--- src/vts_pkg.sv ---
// Shared types and constants for the vruntime task scheduler.
// No dependencies; the cell, the scheduler top and the bench refer to this package by scoped names.
package vts_pkg;

    localparam int KEY_W  = 64;
    localparam int WKEY_W = 32;
    localparam int TID_W  = 16;   // widest task id any configuration may use
    localparam int IDX_W  = 8;    // holds a slot number for up to 256 slots

    typedef logic [2:0] t_op;
    localparam t_op OP_ADD   = 3'd0;
    localparam t_op OP_TICK  = 3'd1;
    localparam t_op OP_SLEEP = 3'd2;
    localparam t_op OP_WAIT  = 3'd3;
    localparam t_op OP_EXIT  = 3'd4;
    localparam t_op OP_WAKE  = 3'd5;

    typedef logic [1:0] t_mode;
    localparam t_mode MODE_RUN   = 2'd0;
    localparam t_mode MODE_SLEEP = 2'd1;
    localparam t_mode MODE_WAIT  = 2'd2;

    typedef logic [1:0] t_status;
    localparam t_status ST_DONE = 2'd0;
    localparam t_status ST_IGN  = 2'd1;
    localparam t_status ST_FULL = 2'd2;

    // Running summary handed from cell to cell along the chain.
    typedef struct packed {
        logic              hit;
        logic              free_found;
        logic [IDX_W-1:0]  free_idx;
        logic              best_found;
        logic [KEY_W-1:0]  best_key;
        logic [TID_W-1:0]  best_task;
        logic [IDX_W-1:0]  best_idx;
    } t_chain;

    // Broadcast controls from the sequencer to every cell.
    typedef struct packed {
        logic              age_en;
        logic [KEY_W-1:0]  elapsed;
        logic              wake_en;
        logic [WKEY_W-1:0] ev;
        logic              wr_en;
        logic [IDX_W-1:0]  wr_idx;
        logic              wr_clear;
        logic [TID_W-1:0]  wr_task;
        logic [KEY_W-1:0]  wr_key;
        t_mode             wr_mode;
        logic              sleep_we;
        logic [KEY_W-1:0]  sleep_val;
        logic              wait_we;
        logic [WKEY_W-1:0] wait_val;
    } t_cell_ctl;

endpackage

--- src/vts_cell.sv ---
// One table slot of the scheduler: holds a task entry and folds it into the
// summary passed along the chain. Uses vts_pkg.
module vts_cell #(
    parameter int IDX      = 0,
    parameter int TID_BITS = 8
) (
    input  logic               i_clk,
    input  logic               i_rst_n,
    input  vts_pkg::t_cell_ctl i_ctl,
    input  logic [63:0]        i_key,
    input  vts_pkg::t_chain    i_chain,
    output vts_pkg::t_chain    o_chain,
    output logic               o_wake_hit
);

    logic                 r_valid;
    logic [TID_BITS-1:0]  r_task;
    logic [63:0]          r_key;
    vts_pkg::t_mode       r_mode;
    logic [63:0]          r_sleep;
    logic [31:0]          r_wait;
    vts_pkg::t_chain      r_chain;
    vts_pkg::t_chain      n_chain;
    logic                 w_sel;
    logic                 w_sleeper;

    assign w_sel      = i_ctl.wr_en && (i_ctl.wr_idx == vts_pkg::IDX_W'(IDX));
    assign w_sleeper  = r_valid && (r_mode == vts_pkg::MODE_SLEEP);
    assign o_wake_hit = i_ctl.wake_en && r_valid && (r_mode == vts_pkg::MODE_WAIT)
                        && (r_wait == i_ctl.ev);

    always_ff @(posedge i_clk) begin
        if (!i_rst_n) begin
            r_valid <= 1'b0;
        end else if (w_sel) begin
            r_valid <= !i_ctl.wr_clear;
        end
    end

    always_ff @(posedge i_clk) begin
        if (w_sel && !i_ctl.wr_clear) begin
            r_task <= i_ctl.wr_task[TID_BITS-1:0];
            r_key  <= i_ctl.wr_key;
            r_mode <= i_ctl.wr_mode;
        end else if (i_ctl.age_en && w_sleeper) begin
            if (i_ctl.elapsed >= r_sleep) begin
                r_mode <= vts_pkg::MODE_RUN;
            end
        end else if (o_wake_hit) begin
            r_mode <= vts_pkg::MODE_RUN;
        end
        if (w_sel && i_ctl.sleep_we) begin
            r_sleep <= i_ctl.sleep_val;
        end else if (i_ctl.age_en && w_sleeper && (i_ctl.elapsed < r_sleep)) begin
            r_sleep <= r_sleep - i_ctl.elapsed;
        end
        if (w_sel && i_ctl.wait_we) begin
            r_wait <= i_ctl.wait_val;
        end
    end

    always_comb begin
        n_chain = i_chain;
        if (r_valid && (r_key == i_key)) begin
            n_chain.hit = 1'b1;
        end
        if (!r_valid && !i_chain.free_found) begin
            n_chain.free_found = 1'b1;
            n_chain.free_idx   = vts_pkg::IDX_W'(IDX);
        end
        if (r_valid && (r_mode == vts_pkg::MODE_RUN)
            && (!i_chain.best_found || (r_key < i_chain.best_key))) begin
            n_chain.best_found = 1'b1;
            n_chain.best_key   = r_key;
            n_chain.best_task  = vts_pkg::TID_W'(r_task);
            n_chain.best_idx   = vts_pkg::IDX_W'(IDX);
        end
    end

    always_ff @(posedge i_clk) begin
        r_chain <= n_chain;
    end

    assign o_chain = r_chain;

endmodule

--- config.mk ---
export PLATFORM = sky130hd
export DESIGN_NAME = vts_cell
export DESIGN_NICKNAME = d
export VERILOG_FILES = /design/src/vts_pkg.sv /design/src/vts_cell.sv
export SDC_FILE = /design/constraint.sdc
export NUM_CORES = 1
export LEC_CHECK = 0
export BUFFER_PORTS_ARGS = -buffer_cell sky130_fd_sc_hd__buf_2
export CELL_PAD_IN_SITES_DETAIL_PLACEMENT = 0
export CELL_PAD_IN_SITES_GLOBAL_PLACEMENT = 1
export CORE_MARGIN = 10
export CORE_UTILIZATION = 38
export CTS_CLUSTER_SIZE = 28
export DETAILED_ROUTE_END_ITERATION = 8
export GPL_ROUTABILITY_DRIVEN = 0
export HOLD_SLACK_MARGIN = 0.03
export PLACE_DENSITY = 0.86
export SLEW_MARGIN = 0
export SYNTH_ARGS = -nofsm -noshare
export SYNTH_HDL_FRONTEND = slang
export SYNTH_SLANG_ARGS = --single-unit
--- constraint.sdc ---
create_clock -name i_clk -period 6.21 [get_ports i_clk]
set_input_delay 0.9315 -clock i_clk [delete_from_list [all_inputs] [get_ports i_clk]]
set_output_delay 0.9315 -clock i_clk [all_outputs]
set_load 0.02 [all_outputs]
; ---- Yosys cells after proc, flatten, opt, wreduce, memory -nomap -nowiden
; Index checks and enable logic that the tools add are counted.
[totals]
ff_bits = 270
latch_bits = 0
mem_bits_rw = 0
romBits = 0
output_inout_bits = 100
mem_count = 0
[classes]
add_sub_neg = 1
n_mul = 0
div = 0
magnitude_cmp = 3
eq_ne = 5
shifts = 0
mux = 7
bitwise_logic = 0
reduce_logical = 24
[op_table]
columns = op, n
row1 = less-than comparator 64 bit, 2
row2 = two-way mux 64 bit, 2
row3 = two-way mux 88 bit, 1
row4 = equality test 64 bit, 1
row5 = >= comparator 64 bit, 1
row6 = subtractor 64 bit, 1
row7 = equality test 32 bit, 1
row8 = logical AND 1 bit, 14
row9 = zero test 8 bit, 1
row10 = two-way mux 2 bit, 4
row11 = zero test 1 bit, 4
row12 = inequality test 3 x 2 -> 1 bit (second input constant), 1
row13 = nonzero test 3 bit, 1
row14 = equality test 2 x 1 -> 1 bit (second input constant), 1
row15 = equality test 2 bit (second input constant), 1
row16 = zero test 2 bit, 1
row17 = AND reduction 2 bit, 1
row18 = nonzero test 2 bit, 1
row19 = logical OR 1 bit, 1

; ---- Depth between registers and ports, before layout
[logic_depth]
depth_word = 6
mapped_depth = 13
ltp_nobuf = 13

; ---- Least setup slack after synthesis
; No wires, ideal clock.
[synth_path]
kind = input to register
from = in i_ctl[183] (netlist bit)
to = reg r_key[0] (enable)
setup_ns = 0.516
arrival_time_ns = 5.107
required_time_ns = 5.694
slack_ns = 0.587
cell_stages = 4
path_buffers = 0
path_cell_list = nor4_1 -> nand3b_1 -> nor4_1 -> nor2b_1
[synth_between]
elab_chain_cells = 3
[synth_lines]
columns = element, line_no
row1 = start: declaration, vts_cell.sv:9  ; input vts_pkg::t_cell_ctl i_ctl,
row2 = zero test 8 bit, vts_cell.sv:27  ; assign w_sel = i_ctl.wr_en && (i_ctl.wr_idx == vts_pkg::IDX_W'(IDX));
row3 = logical AND 1 bit, vts_cell.sv:27
row4 = logical AND 1 bit, vts_cell.sv:41  ; if (w_sel && !i_ctl.wr_clear) begin
row5 = end signal: assignment, vts_cell.sv:43  ; r_key <= i_ctl.wr_key;
row6 = end: declaration, vts_cell.sv:18  ; logic [63:0] r_key;
; No other way between the ends.
; A chain may end at the register's enable or synchronous reset.

; ---- Worst setup path after layout
[layout_path]
from = in i_ctl[242] (netlist bit)
to = reg r_sleep[60] (enable)
[layout_between]
elab_chain_cells = 3
[layout_lines]
columns = element, line_no
row1 = less-than comparator 64 bit, vts_cell.sv:54  ; end else if (i_ctl.age_en && w_sleeper && (i_ctl.elapsed < r_sleep)) begin
row2 = logical AND 1 bit, vts_cell.sv:54
row3 = nonzero test 2 bit (no source line), --
row4 = end signal: assignment, vts_cell.sv:53  ; r_sleep <= i_ctl.sleep_val;
row5 = end signal: assignment, vts_cell.sv:55  ; r_sleep <= r_sleep - i_ctl.elapsed;
row6 = end: declaration, vts_cell.sv:20  ; logic [63:0] r_sleep;
; No other way between the ends.

==> results.json <==
{
  "maxCapViolations": 0,
  "drt-pass1-iter-count": 5,
  "path_delay_family": "simple AND/OR/NAND/NOR gates",
  "first_global_vias": 14700,
  "netlist_area_um2": 15800,
  "grt_antenna_before_repair": 27,
  "synth.area.mux_share_pct": 5.08,
  "path_cells": "buf_2 > inv_1 > ha_1 > nand2_1 > or4_4 > nor3_1 > nand2_1 > a21oi_1 > o21ai_1 > a21oi_1 > o21ai_0 > nand2_2 > buf_12",
  "hold_path_class": "reg -> reg",
  "nNetsFinal": 2684,
  "seqCellArea_um2": 7110,
  "fmax_ghz": 0.247,
  "rows": 74,
  "io_buffer_count": 544,
  "vias_per_cell": 5.33,
  "synthArstFlopShare_pct": 0,
  "cts_resized": 0,
  "crit_path_start": "i_ctl[242]",
  "rrSetupSlack_ns": 2.26,
  "cp_num_buf_inv": 3,
  "core_um2": 41000,
  "synth-edff-count": 170,
  "cp-start-kind": "input pin",
  "cellPowerDensity_nw_per_um2": 222,
  "wire_per_inst_um": 23.0,
  "worstSetupPathType": "in -> reg",
  "clockBufferDepth": 3,
  "yosys.area_share.simple_pct": 11.9,
  "syn-instance-count": 1569,
  "yosys_warnings": 0,
  "synth-xor-area-share_pct": 6.87,
  "synth-seq-cells": 270,
  "dieArea_um2": 50200,
  "cp_max_fo": 56,
  "rsz0062_at_grt": "false",
  "final_layout_size_suffix_gt1_share_pct": 29.5,
  "cts_hold_buf": 0,
  "dr_total_vias": 14200,
  "finalSetupViolations": 0,
  "multi_input_area_um2": 7870,
  "start_util_pct": 38.5,
  "clkLatencyLatePin_ns": 0.60,
  "wl_um": 61500,
  "synthAdderAreaFrac_pct": 10.2,
  "area_delta_synth_final_pct": 27.7,
  "htreeDepth": 1,
  "grt.total_usage_pct": 23.5,
  "endpoint_kind": "flop",
  "timing.rr.start": "r_sleep[19]",
  "required_ns": 6.46,
  "final_util_pct": 49.2,
  "ir_drop_mv": 0.264,
  "grt_first_pass_wirelength_um": 90200,
  "relSlewSlack_pct": 28.5,
  "cts.sinks": 270,
  "cp_slowest_cell": "or4_4",
  "leakagePower_nw": 9.27,
  "cts-root-buf": "clkbuf_16",
  "ys_seq_area_share_pct": 45.0,
  "cp.arrival_ns": 4.29,
  "synth_top_cell_by_area": "edfxtp_1",
  "drt_iter0_markers": 950,
  "hpwl_um": 51700,
  "worst_pin_slew_ns": 1.07,
  "cts_setup_buffers": 0,
  "yosysUniqueCellTypes": 71,
  "synth_top_area_share_pct": 32.3,
  "yosys.cell_count.top_type": "inv_1",
  "die_h_um": 224,
  "finalHoldViolations": 0,
  "finalCritPeriodShare_pct": 65.2,
  "cts_buffers": 31,
  "grt_max_degree": 73,
  "critPathMaxStageDelay_ns": 0.52,
  "nFillCells": 3809,
  "min_from": "r_task[2]",
  "avgSynthCellArea_um2": 10.1,
  "setup_tns_ns": 0,
  "synth_top_family_by_area": "compound AO/OA/AOI/OAI gates",
  "outcome": "finished, final reports clean",
  "skew_ns": 0.0243,
  "synth_compound_area_share_pct": 15.6,
  "slew_viol_final": 0,
  "ant_nets": 0,
  "synthTopCellsByCount": "inv_1 (173), edfxtp_1 (170), a21oi_1 (138), ha_1 (127), dfxtp_1 (100)",
  "ys_top_cells_by_area": "edfxtp_1 (32%), dfxtp_1 (13%), ha_1 (10%)",
  "drc": 0,
  "period_needed_ns": 4.05,
  "io_pins": 553,
  "grt_overflow": 0,
  "synthFlopType": "edfxtp_1",
  "tritoncts": "yes",
  "die_w_um": 224,
  "clk_pin_slew_ns": 0.06,
  "syn_nets": 2150
}
-- cells by family after synthesis --
logic type,count (synthesis)
xor+xnor,124
mux,73
flops,270
simple gates,372
buf+inv,223
compound gates,379
fa+ha+maj,128
-- metal layers --
layer / wire [um] / share of wire [%] / up-vias / global-route usage [%]
met4: 2130 / 3.5 / 24 / 7.48
met3: 4930 / 8.0 / 123 / 6.56
li1: - / - / 6744 / -
met1: 23300 / 38 / 6712 / 26.5
met5: 172 / 0.28 / - / 0
met2: 31000 / 50 / 621 / 42.1
-- metrics by stage --
step	setup slack [ns]	instance area, um2	hold WS, ns	total power (W)	instances
3_3_place_gp	1.71	19100	0.434	0.00262	2602
3_5_place_dp	1.68	19100	0.442	0.00263	2602
5_1_grt	2.08	20200	0.464	0.00465	2665
6_report	2.16	20200	0.453	0.00449	2670
4_1_cts	2.31	20200	0.456	0.00452	2659
2_1_floorplan	0.587	15800	0.424	0.00234	1569
-- cell usage in the layout, fill, tap and decap left out, types with 47 or more instances in the layout --
cell / synthesis / final
nand2_1: 90 / 88
ha_1: 127 / 127
edfxtp_1: 170 / 170
a21o_1: 57 / 57
mux2_1: 58 / 58
xnor2_1: 65 / 65
a21oi_1: 138 / 138
o21ai_0: 47 / 47
dfxtp_1: 100 / 100
buf_2: 6 / 544
inv_1: 173 / 173
xor2_1: 59 / 59
nor2_1: 89 / 89
-- report_power, final --
group / internal, W / switching, W
logic: 0.000286 / 0.000354
registers: 0.00195 / 0.00000997
clock network: 0.00111 / 0.000782
-- layout make-up --
| cell class | instances | share of cell area [%] |
|---|---|---|
| multi-input cells | 1076 | 39.0 |
| flip-flops and latches | 270 | 35.2 |
| repair buffers | 551 | 13.9 |
| clock buffers | 43 | 4.69 |
| well taps | 532 | 3.30 |
| inverters | 173 | 3.22 |
| clock inverters | 14 | 0.564 |
| diodes | 11 | 0.136 |
-- state kept, by name, summed over array words and instances (netlist names) --
| signal | cells |
|---|---|
| o_chain | 99 |
| r_key | 64 |
| r_mode | 2 |
| r_sleep | 64 |
| r_task | 8 |
| r_valid | 1 |
| r_wait | 32 |
-- path summary, 6_finish.rpt --
| path | cells after the start | endpoint |
|---|---|---|
| worst max-delay path | 13 | r_sleep[60] |
| worst min-delay path | 1 | o_chain[10] |
| worst max register to register | 11 | r_sleep[60] |
| worst min register to register | 1 | o_chain[10] |
Note: power is estimated with default switching activity, not from simulation.
